$ cat src/design/argmm_pkg.sv
package argmm_pkg;

    localparam int LANES   = 8;
    localparam int VAL_W   = 32;
    localparam int IDX_W   = 3;
    localparam int CNT_W   = 4;
    localparam int LANE_W  = $clog2(LANES);
    localparam int LEVELS  = LANE_W;
    localparam int PAD     = 1 << LEVELS;
    localparam int CW      = (LANE_W > IDX_W) ? LANE_W : IDX_W;
    localparam int IN_W    = ((LANES * VAL_W + 7) / 8) * 8;
    localparam int OUT_RAW = 3 * IDX_W + 3 * VAL_W;
    localparam int OUT_W   = ((OUT_RAW + 7) / 8) * 8;
    localparam int CFG_AW  = 2;
    localparam int CFG_DW  = 4;

    typedef enum logic [1:0] {
        MODE_MAX  = 2'd0,
        MODE_MIN  = 2'd1,
        MODE_AMAX = 2'd2,
        MODE_AMIN = 2'd3
    } t_mode;

    typedef enum logic [CFG_AW-1:0] {
        CFG_MODE  = 2'd0,
        CFG_COUNT = 2'd1,
        CFG_LOW   = 2'd2,
        CFG_HIGH  = 2'd3
    } t_cfg_reg;

    typedef struct packed {
        t_mode              mode;
        logic [CNT_W-1:0]   lane_count;
        logic [IDX_W-1:0]   index_low;
        logic [IDX_W-1:0]   index_high;
    } t_cfg;

    typedef logic [LANES-1:0][VAL_W-1:0] t_lanes;

    typedef struct packed {
        logic [LANES-1:0] ok;
        t_lanes           val;
    } t_vec;

    function automatic logic want_min(t_mode m);
        return (m == MODE_MIN) || (m == MODE_AMIN);
    endfunction

    function automatic logic want_mag(t_mode m);
        return (m == MODE_AMAX) || (m == MODE_AMIN);
    endfunction

    // indices past the last lane read the last lane
    function automatic logic [LANE_W-1:0] lane_of(logic [IDX_W-1:0] idx);
        logic [CW-1:0] x;
        x = CW'(idx);
        if (x >= CW'(LANES - 1)) begin
            return LANE_W'(LANES - 1);
        end
        return x[LANE_W-1:0];
    endfunction

endpackage

$ cat src/design/argmax_argmin_with_neighbours.sv
// Channel    Dir  Data                                          Handshake
// s_axis     in   sample0..sample7, 32 b each, lowest first     tvalid/tready
// m_axis     out  best/prev/next index, best/prev/next value    tvalid/tready
// i_cfg_*    in   mode, lane_count, index_low, index_high       i_cfg_we
//
// One beat per cycle sustained while m_axis_tready stays high; stages in order:
// magnitude stage, one compare level per stage, clamp and lane select stage.
// Synchronous reset clears the valid bits and loads the register defaults.
// Each stage holds while its successor is full and stalled; bubbles close up.
module argmax_argmin_with_neighbours
    import argmm_pkg::*;
(
    input  logic              i_clk,
    input  logic              i_rst_n,
    input  logic              i_cfg_we,
    input  logic [CFG_AW-1:0] i_cfg_addr,
    input  logic [CFG_DW-1:0] i_cfg_data,
    input  logic              s_axis_tvalid,
    output logic              s_axis_tready,
    input  logic [IN_W-1:0]   s_axis_tdata,  // sample0 .. sample7
    output logic              m_axis_tvalid,
    input  logic              m_axis_tready,
    output logic [OUT_W-1:0]  m_axis_tdata   // best_index, prev_index, next_index,
                                             // best_value, prev_value, next_value
);

    t_cfg r_cfg;

    always_ff @(posedge i_clk) begin
        if (!i_rst_n) begin
            r_cfg.mode       <= MODE_MAX;
            r_cfg.lane_count <= CNT_W'(LANES);
            r_cfg.index_low  <= '0;
            r_cfg.index_high <= IDX_W'(7);
        end else if (i_cfg_we) begin
            unique case (t_cfg_reg'(i_cfg_addr))
                CFG_MODE:  r_cfg.mode       <= t_mode'(i_cfg_data[1:0]);
                CFG_COUNT: r_cfg.lane_count <= i_cfg_data[CNT_W-1:0];
                CFG_LOW:   r_cfg.index_low  <= i_cfg_data[IDX_W-1:0];
                CFG_HIGH:  r_cfg.index_high <= i_cfg_data[IDX_W-1:0];
                default: ;
            endcase
        end
    end

    logic              prep_valid;
    logic              prep_ready;
    t_vec              prep_vec;
    logic              tree_valid;
    logic              tree_ready;
    logic [LANE_W-1:0] tree_idx;
    t_lanes            tree_lanes;

    argmm_prep u_prep (
        .i_clk   (i_clk),
        .i_rst_n (i_rst_n),
        .i_cfg   (r_cfg),
        .i_valid (s_axis_tvalid),
        .o_ready (s_axis_tready),
        .i_lanes (t_lanes'(s_axis_tdata[LANES*VAL_W-1:0])),
        .o_valid (prep_valid),
        .i_ready (prep_ready),
        .o_vec   (prep_vec)
    );

    argmm_tree u_tree (
        .i_clk   (i_clk),
        .i_rst_n (i_rst_n),
        .i_mode  (r_cfg.mode),
        .i_valid (prep_valid),
        .o_ready (prep_ready),
        .i_vec   (prep_vec),
        .o_valid (tree_valid),
        .i_ready (tree_ready),
        .o_idx   (tree_idx),
        .o_lanes (tree_lanes)
    );

    argmm_pick u_pick (
        .i_clk   (i_clk),
        .i_rst_n (i_rst_n),
        .i_cfg   (r_cfg),
        .i_valid (tree_valid),
        .o_ready (tree_ready),
        .i_idx   (tree_idx),
        .i_lanes (tree_lanes),
        .o_valid (m_axis_tvalid),
        .i_ready (m_axis_tready),
        .o_data  (m_axis_tdata)
    );

endmodule

$ cat src/design/argmm_prep.sv
module argmm_prep
    import argmm_pkg::*;
(
    input  logic   i_clk,
    input  logic   i_rst_n,
    input  t_cfg   i_cfg,
    input  logic   i_valid,
    output logic   o_ready,
    input  t_lanes i_lanes,
    output logic   o_valid,
    input  logic   i_ready,
    output t_vec   o_vec
);

    logic r_valid;
    t_vec r_vec;
    t_vec n_vec;

    always_comb begin
        logic [VAL_W-1:0] s;
        n_vec = '0;
        for (int i = 0; i < LANES; i++) begin
            s = i_lanes[i];
            if (want_mag(i_cfg.mode)) begin
                if (s == {1'b1, {(VAL_W-1){1'b0}}}) begin
                    s = {1'b0, {(VAL_W-1){1'b1}}};
                end else if (s[VAL_W-1]) begin
                    s = -s;
                end
            end
            n_vec.val[i] = s;
            n_vec.ok[i]  = ((CNT_W+1)'(i) < {1'b0, i_cfg.lane_count});
        end
    end

    assign o_ready = !r_valid || i_ready;

    always_ff @(posedge i_clk) begin
        if (!i_rst_n) begin
            r_valid <= 1'b0;
        end else if (o_ready) begin
            r_valid <= i_valid;
        end
        if (o_ready && i_valid) begin
            r_vec <= n_vec;
        end
    end

    assign o_valid = r_valid;
    assign o_vec   = r_vec;

endmodule

$ cat src/design/argmm_tree.sv
module argmm_tree
    import argmm_pkg::*;
(
    input  logic              i_clk,
    input  logic              i_rst_n,
    input  t_mode             i_mode,
    input  logic              i_valid,
    output logic              o_ready,
    input  t_vec              i_vec,
    output logic              o_valid,
    input  logic              i_ready,
    output logic [LANE_W-1:0] o_idx,
    output t_lanes            o_lanes
);

    // level 0 is the incoming vector, levels 1..LEVELS are registered
    logic   [LEVELS:0]                        lv_valid;
    logic   [LEVELS:0][PAD-1:0][LANE_W-1:0]   lv_idx;
    logic   [LEVELS:0][PAD-1:0][VAL_W-1:0]    lv_val;
    logic   [LEVELS:0][PAD-1:0]               lv_ok;
    t_lanes [LEVELS:0]                        lv_lanes;

    logic   [LEVELS:1]                        r_valid;
    logic   [LEVELS:1][PAD-1:0][LANE_W-1:0]   r_idx;
    logic   [LEVELS:1][PAD-1:0][VAL_W-1:0]    r_val;
    logic   [LEVELS:1][PAD-1:0]               r_ok;
    t_lanes [LEVELS:1]                        r_lanes;

    logic   [LEVELS:1][PAD-1:0][LANE_W-1:0]   n_idx;
    logic   [LEVELS:1][PAD-1:0][VAL_W-1:0]    n_val;
    logic   [LEVELS:1][PAD-1:0]               n_ok;

    logic   [LEVELS+1:1]                      rdy;

    always_comb begin
        lv_valid[0] = i_valid;
        lv_lanes[0] = i_vec.val;
        for (int j = 0; j < PAD; j++) begin
            lv_idx[0][j] = LANE_W'(j);
            lv_val[0][j] = (j < LANES) ? i_vec.val[j] : '0;
            lv_ok[0][j]  = (j < LANES) ? i_vec.ok[j] : 1'b0;
        end
        for (int l = 1; l <= LEVELS; l++) begin
            lv_valid[l] = r_valid[l];
            lv_idx[l]   = r_idx[l];
            lv_val[l]   = r_val[l];
            lv_ok[l]    = r_ok[l];
            lv_lanes[l] = r_lanes[l];
        end
    end

    // pairwise compare; lower lane keeps a tie
    always_comb begin
        logic take_b;
        logic lt;
        logic gt;
        n_idx = '0;
        n_val = '0;
        n_ok  = '0;
        for (int l = 1; l <= LEVELS; l++) begin
            for (int j = 0; j < PAD; j++) begin
                if (j < (PAD >> l)) begin
                    lt = $signed(lv_val[l-1][2*j+1]) < $signed(lv_val[l-1][2*j]);
                    gt = $signed(lv_val[l-1][2*j+1]) > $signed(lv_val[l-1][2*j]);
                    take_b = lv_ok[l-1][2*j+1] &&
                             (!lv_ok[l-1][2*j] || (want_min(i_mode) ? lt : gt));
                    n_idx[l][j] = take_b ? lv_idx[l-1][2*j+1] : lv_idx[l-1][2*j];
                    n_val[l][j] = take_b ? lv_val[l-1][2*j+1] : lv_val[l-1][2*j];
                    n_ok[l][j]  = lv_ok[l-1][2*j] || lv_ok[l-1][2*j+1];
                end
            end
        end
    end

    always_comb begin
        rdy[LEVELS+1] = i_ready;
        for (int l = LEVELS; l >= 1; l--) begin
            rdy[l] = !r_valid[l] || rdy[l+1];
        end
    end

    always_ff @(posedge i_clk) begin
        for (int l = 1; l <= LEVELS; l++) begin
            if (!i_rst_n) begin
                r_valid[l] <= 1'b0;
            end else if (rdy[l]) begin
                r_valid[l] <= lv_valid[l-1];
            end
            if (rdy[l] && lv_valid[l-1]) begin
                r_idx[l]   <= n_idx[l];
                r_val[l]   <= n_val[l];
                r_ok[l]    <= n_ok[l];
                r_lanes[l] <= lv_lanes[l-1];
            end
        end
    end

    assign o_ready = rdy[1];
    assign o_valid = lv_valid[LEVELS];
    assign o_idx   = lv_idx[LEVELS][0];
    assign o_lanes = lv_lanes[LEVELS];

endmodule

$ cat src/design/argmm_pick.sv
module argmm_pick
    import argmm_pkg::*;
(
    input  logic              i_clk,
    input  logic              i_rst_n,
    input  t_cfg              i_cfg,
    input  logic              i_valid,
    output logic              o_ready,
    input  logic [LANE_W-1:0] i_idx,
    input  t_lanes            i_lanes,
    output logic              o_valid,
    input  logic              i_ready,
    output logic [OUT_W-1:0]  o_data
);

    logic             r_valid;
    logic [OUT_W-1:0] r_data;
    logic [OUT_W-1:0] n_data;

    always_comb begin
        logic [CW-1:0]    b;
        logic [CW-1:0]    lo;
        logic [CW-1:0]    hi;
        logic [IDX_W-1:0] best;
        logic [IDX_W-1:0] prev;
        logic [IDX_W-1:0] next;
        logic [IDX_W-1:0] pm;
        logic [IDX_W:0]   nx;
        b  = CW'(i_idx);
        lo = CW'(i_cfg.index_low);
        hi = CW'(i_cfg.index_high);
        if (b > hi) begin
            b = hi;
        end
        if (b < lo) begin
            b = lo;
        end
        best = IDX_W'(b);
        pm   = best - 1'b1;
        if (best == '0 || pm < i_cfg.index_low) begin
            prev = i_cfg.index_low;
        end else begin
            prev = pm;
        end
        nx = {1'b0, best} + 1'b1;
        if (nx > {1'b0, i_cfg.index_high}) begin
            next = i_cfg.index_high;
        end else begin
            next = nx[IDX_W-1:0];
        end
        n_data = OUT_W'({i_lanes[lane_of(next)], i_lanes[lane_of(prev)],
                         i_lanes[lane_of(best)], next, prev, best});
    end

    assign o_ready = !r_valid || i_ready;

    always_ff @(posedge i_clk) begin
        if (!i_rst_n) begin
            r_valid <= 1'b0;
        end else if (o_ready) begin
            r_valid <= i_valid;
        end
        if (o_ready && i_valid) begin
            r_data <= n_data;
        end
    end

    assign o_valid = r_valid;
    assign o_data  = r_data;

endmodule

$ cat config.mk
export PLATFORM = sky130hd
export DESIGN_NAME = argmax_argmin_with_neighbours
export DESIGN_NICKNAME = d
export VERILOG_FILES = /design/src/design/argmm_pkg.sv /design/src/design/argmax_argmin_with_neighbours.sv /design/src/design/argmm_prep.sv /design/src/design/argmm_tree.sv /design/src/design/argmm_pick.sv
export SDC_FILE = /design/constraint.sdc
export NUM_CORES = 2
export LEC_CHECK = 0
export ABC_AREA = 1
export ABC_CLOCK_PERIOD_IN_PS = 21200
export BUFFER_PORTS_ARGS = -buffer_cell sky130_fd_sc_hd__buf_2
export CAP_MARGIN = 20
export CORE_ASPECT_RATIO = 0.8
export CORE_MARGIN = 3
export CORE_UTILIZATION = 35
export CTS_CLUSTER_DIAMETER = 200
export DETAILED_ROUTE_END_ITERATION = 10
export SLEW_MARGIN = 0
export SYNTH_ARGS = -nofsm -noshare
export SYNTH_HDL_FRONTEND = slang
export SYNTH_HIERARCHICAL = 1
export SYNTH_SLANG_ARGS = --single-unit
$ cat constraint.sdc
create_clock -name i_clk -period 21.2 [get_ports i_clk]
set_input_delay 3.18 -clock i_clk [delete_from_list [all_inputs] [get_ports i_clk]]
set_output_delay 3.18 -clock i_clk [all_outputs]
set_load 0.005 [all_outputs]
-- Word-level counts from Yosys, hierarchy flattened
Cells that the tools add are included.
- output and inout bits: 114
- bits of input ports: 267
- register bits: 1373
- magnitude comparators: 32
- add/subtract/negate cells: 10
- eq/ne operators: 14
- multiplexer cells: 63
- reduce and logical (&&, ||, !) cells: 51
- operator list (operator ; number):
    $mux 32 ; 33
    $bmux 32 s3 ; 3
    $eq 32x32->1 const B ; 8
    $neg 32->32 ; 8
    $gt 32x32->1 ; 7
    $lt 32x32->1 ; 7
    $mux 3 ; 13
    $logic_or 1x1->1 ; 21
    $lt 3x4->1 const A ; 4
    $mux 1 ; 14
    $logic_and 1x1->1 ; 12
    $logic_not 1->1 ; 12
    $lt 3x4->1 const B ; 3
    $ge 3x3->1 const B ; 3
    $eq 2x2->1 const B ; 4
    $lt 1x4->1 const A ; 2
    $lt 2x4->1 const A ; 2
    $reduce_and 2->1 ; 4
    $lt 3x3->1 ; 2
    $add 3x1->4 const B ; 1
    $eq 2x1->1 const B ; 2
    $gt 4x3->1 ; 1
    $gt 3x3->1 ; 1
    $logic_not 3->1 ; 1
    other kinds (2) ; 2

-- Depth between registers and ports, before layout
- depth in word-level cells: 13
- depth in mapped cells: 36
- depth with buffers taken out: 32

-- Modules after synthesis
Netlist, hierarchy kept.
- modules (own cells, without submodules) (module ; area an instance (sq um) ; sequential area each (sq um) ; instances ; cells each):
    argmm_tree ; 41095.7 ; 29398.2 ; 1 ; 2964
    argmm_prep ; 17220.3 ; 7947.6 ; 1 ; 2310
    argmm_pick ; 12283.0 ; 3173.0 ; 1 ; 2086
    argmax_argmin_with_neighbours ; 529.3 ; 240.2 ; 1 ; 73

-- Worst setup path after synthesis
No wires, ideal clock.
- path kind: input port to flip-flop
- start: in m_axis_tready
- end: reg u_prep.r_vec, in the netlist u_prep/o_vec[0], enable pin
- data required time: 20.223 ns
- library setup time: 0.977 ns
- arrival: 16.184 ns
- stages: 8
- path slack: 4.039 ns
- path through: inv_1 nand2_1 inv_1 nand2_1 nor2_1 nand2_1 inv_1 a21oi_1
- longest elaborated chain between the ends: 6
- RTL lines (what ; line ; source):
    start, declared ; argmax_argmin_with_neighbours.sv:22 ; input logic m_axis_tready,
    $logic_or 1x1->1 ; argmm_pick.sv:55 ; assign o_ready = !r_valid || i_ready;
    net tree_ready ; argmax_argmin_with_neighbours.sv:50 ; logic tree_ready;
    $logic_or 1x1->1 (3 in a row) ; argmm_tree.sv:78 ; rdy[l] = !r_valid[l] || rdy[l+1];
    net prep_ready ; argmax_argmin_with_neighbours.sv:47 ; logic prep_ready;
    $logic_or 1x1->1 ; argmm_prep.sv:36 ; assign o_ready = !r_valid || i_ready;
    $logic_and 1x1->1 ; argmm_prep.sv:44 ; if (o_ready && i_valid) begin
    end signal, assigned ; argmm_prep.sv:45 ; r_vec <= n_vec;
    end, declared ; argmm_prep.sv:16 ; t_vec r_vec;
The timed path passes the listed nets, and every way through them passes these cells.
A chain may end at the register's enable or synchronous reset.

-- Worst setup path in the final report
- start: in m_axis_tready
- end: out s_axis_tready
- longest elaborated chain between the ends: 5
- RTL lines (what ; line ; source):
    $logic_or 1x1->1 ; argmm_pick.sv:55 ;
    net tree_ready ; argmax_argmin_with_neighbours.sv:50 ;
    $logic_or 1x1->1 (3 in a row) ; argmm_tree.sv:78 ;
    net prep_ready ; argmax_argmin_with_neighbours.sv:47 ;
    $logic_or 1x1->1 ; argmm_prep.sv:36 ;
    end, declared ; argmax_argmin_with_neighbours.sv:19 ; output logic s_axis_tready,
The timed path passes the listed nets, and every way through them passes these cells.

==> out/summary.txt <==
Setup violators final - 0
CORE AREA - 0.201 mm2
Yosys Warn Count - 6
Peak supply drop - 0.0912 mV
Reg clk slew, reported paths - 0.06 ns
Initial Util - 0.353
Most common cell after layout, fill and taps aside - nand2_1
Most used cell, CP - nand2_1
Critical path required time - 18.02 ns
Die area - 0.209 mm2
Tmin final - 7.46 ns
H-tree levels - 4
Layout net count - 7953
1st-iter DRT viols - 7919
Fin. Hold Viols - 0
Via count - 54510
Pre-antenna DRT Iters - 7
Highest clock frequency the design can meet - 134 MHz
Most frequent cells in the layout - nand2_1, edfxtp_1, nand3_1
R2R Path Start - r_cfg[2]
EDFF count, synth - 1346
Clock Skews - 0.0416 ns
PortBufs - 373
Drt via density - 5.33
Fin crit share - 0.352
Post-CTS Hold Buffers - 0
Die W - 510 um
Status - finished clean
PD cells - 94.8 mW/mm2
Chip height - 409 um
CTS Root Cell - clkbuf_16
Post-CTS Setup Bufs - 0
Mapped Avg Cell Area - 9.57 um2
Setup Crit Path Kind - input port to primary output
Least-Margin Pin Slew - 1.11 ns
Max-slew headroom - 0.257
Worst R2R Setup Slack - 13.82 ns
TNS Setup - 0 ns
Grt total ovfl - 0
First-pass GRT wire length - 354000 um
Layout cells sized above 1 - 0.117
Initial antenna violation count - 41
RSZ-0062 raised after global routing - no
Clk sinks - 1363
CTS tree - done
Worst path max stage delay - 0.14 ns
CTS buffer count - 137
Cells after Synth - 7433
Num ports - 381
Crit path max fanout - 3
Hold Path Sink - u_tree/o_lanes[47]
Slew Limit Fails - 0
Worst skew pair latency - 0.78 ns
Placed wire-length estimate - 186000 um
Mapped Area - 0.0711 mm2
CTS max path bufs - 3
GP Congestion - 0.947
Worst Setup End Kind - primary output
Pin count of the biggest net entering global routing - 158
Leakage power - 32.7 nW
Post-synthesis sequential area ratio - 0.573
Routed len/inst - 24.7 um
Core Rows - 147
Worst r2r path cells - 34
Final Total Pwr - 7.37 mW
Worst path slowest cell - nor2_1
Synth Flop Type - edfxtp_1
Ys async rst share - 0
Unique masters post-synth - 49
Min-Delay Path Class - flop to flop
CP Launch Type - input port
GRT Util Overall - 0.235
Worst Path Arrival - 4.28 ns
Hold path cells - 0
DR DRC count - 0
Final ANT Viol Nets - 0
#FFs+latches synth - 1363
# fillers - 19704
Hold wc startpoint - u_tree/lv_lanes[559]
Final WL - 253000 um
Reg-to-Reg End - u_pick/o_data[45]
Vias in the first global route - 49517
Post-CTS resize count - 0
# Max-Cap Violations - 0
Worst-path cell chain - buf_2 -> inv_1 -> nand2_1 -> inv_1 -> nand2_1 -> nor2_1 -> nand2_1 -> inv_1 -> nand2_1 -> buf_2
Area Growth Syn to Fin - 9.30%
## cell families (layout without fill, tap and decap cells)
family	after synthesis	in the layout	share of synthesized area
xor gates and xnor gates	27	27	0.00332
other	1	11	0.0000527
AOI/OAI and AO/OA	480	480	0.0398
buffers and inverters	1355	1460	0.0950
DFF	1363	1363	0.573
adders and majority gates	246	246	0.0433
and+or+nand+nor	3961	3961	0.246
## worst max path at each step
stage,from,end,slack (ns),cells after the start
floorplan,m_axis_tready,u_prep/o_vec[0],4.04,8
finish,m_axis_tready,s_axis_tready,13.74,10
detailed placement,m_axis_tready,u_tree/lv_lanes[404],13.60,12
global placement,m_axis_tready,u_tree/lv_lanes[404],13.63,12
CTS,m_axis_tready,s_axis_tready,13.72,10
global route,r_cfg[2],u_pick/o_data[58],13.41,34
## layer usage
| layer | part of all wire | up-vias | GRT usage |
|---|---|---|---|
| met3 | 0.12 | 344 | 0.0525 |
| met1 | 0.44 | 26263 | 0.354 |
| met4 | 0.031 | 24 | 0.0697 |
| met2 | 0.41 | 3040 | 0.335 |
| li1 | - | 24839 | - |
| met5 | 0.00061 | - | 0 |
## layout make-up
cell class                      instances  area (um2)  area share
Inverter                              795        3000      0.0386
Sequential cell                      1363       40800       0.524
Multi-Input combinational cell       4721       23800       0.306
Clock inverter                         85         958      0.0123
Tap cell                             2682        3360      0.0432
Timing Repair Buffer                  422        2280      0.0293
Clock buffer                          158        3590      0.0462
Antenna cell                            4        10.0    0.000129
## per-stage QoR
stage	cells	hold WS (ns)	setup slack, ns	util	instance area [um2]
6_report	10230	0.389	13.74	0.386	77700
5_1_grt	10226	0.403	13.41	0.386	77700
4_1_cts	10225	0.397	13.72	0.386	77700
3_5_place_dp	9982	0.405	13.60	0.363	73200
3_3_place_gp	9982	0.402	13.63	0.363	73200
2_1_floorplan	7439	0.400	4.04	-	71200
## synthesized netlist by cell type, types with 63 or more instances
library cell  number  area [um2]
inv_1            783        2940
ha_1             246        3080
o211ai_1          74         556
edfxtp_1        1346       40400
nor2_1           551        2070
o21ai_0          159         796
nand2_1         1885        7080
a21oi_1          115         576
nand3_1         1183        5920
buf_4            309        2320
clkbuf_1          70         263
buf_2            134         671
nand2_2          116         726
nand4_1           63         394
## critical path, delay by kind of cell
| kind | cells | cell delay, ns |
|---|---|---|
| buffers and inverters | 5 | 0.57 |
| and+or+nand+nor | 5 | 0.51 |
## sequential cells by signal (all words and copies together), names as in the netlist
name and flops:
u_tree/r_valid 3, u_prep/o_vec 264, u_tree/lv_val 192, u_tree/o_lanes 256, u_tree/lv_idx 8, u_pick/o_valid 1, u_tree/o_idx 3, u_tree/lv_lanes 512
u_prep/o_valid 1, u_pick/o_data 105, r_cfg 12, u_tree/lv_ok 6
## power breakdown
| group | leakage, nW | switching (mW) | internal (mW) |
|---|---|---|---|
| clock network | 2.21 | 1.05 | 1.43 |
| logic | 17.8 | 1.17 | 0.428 |
| registers | 12.7 | 0.137 | 3.16 |
| total | 32.7 | 2.36 | 5.02 |
Note: power is estimated with default switching activity, not from simulation.
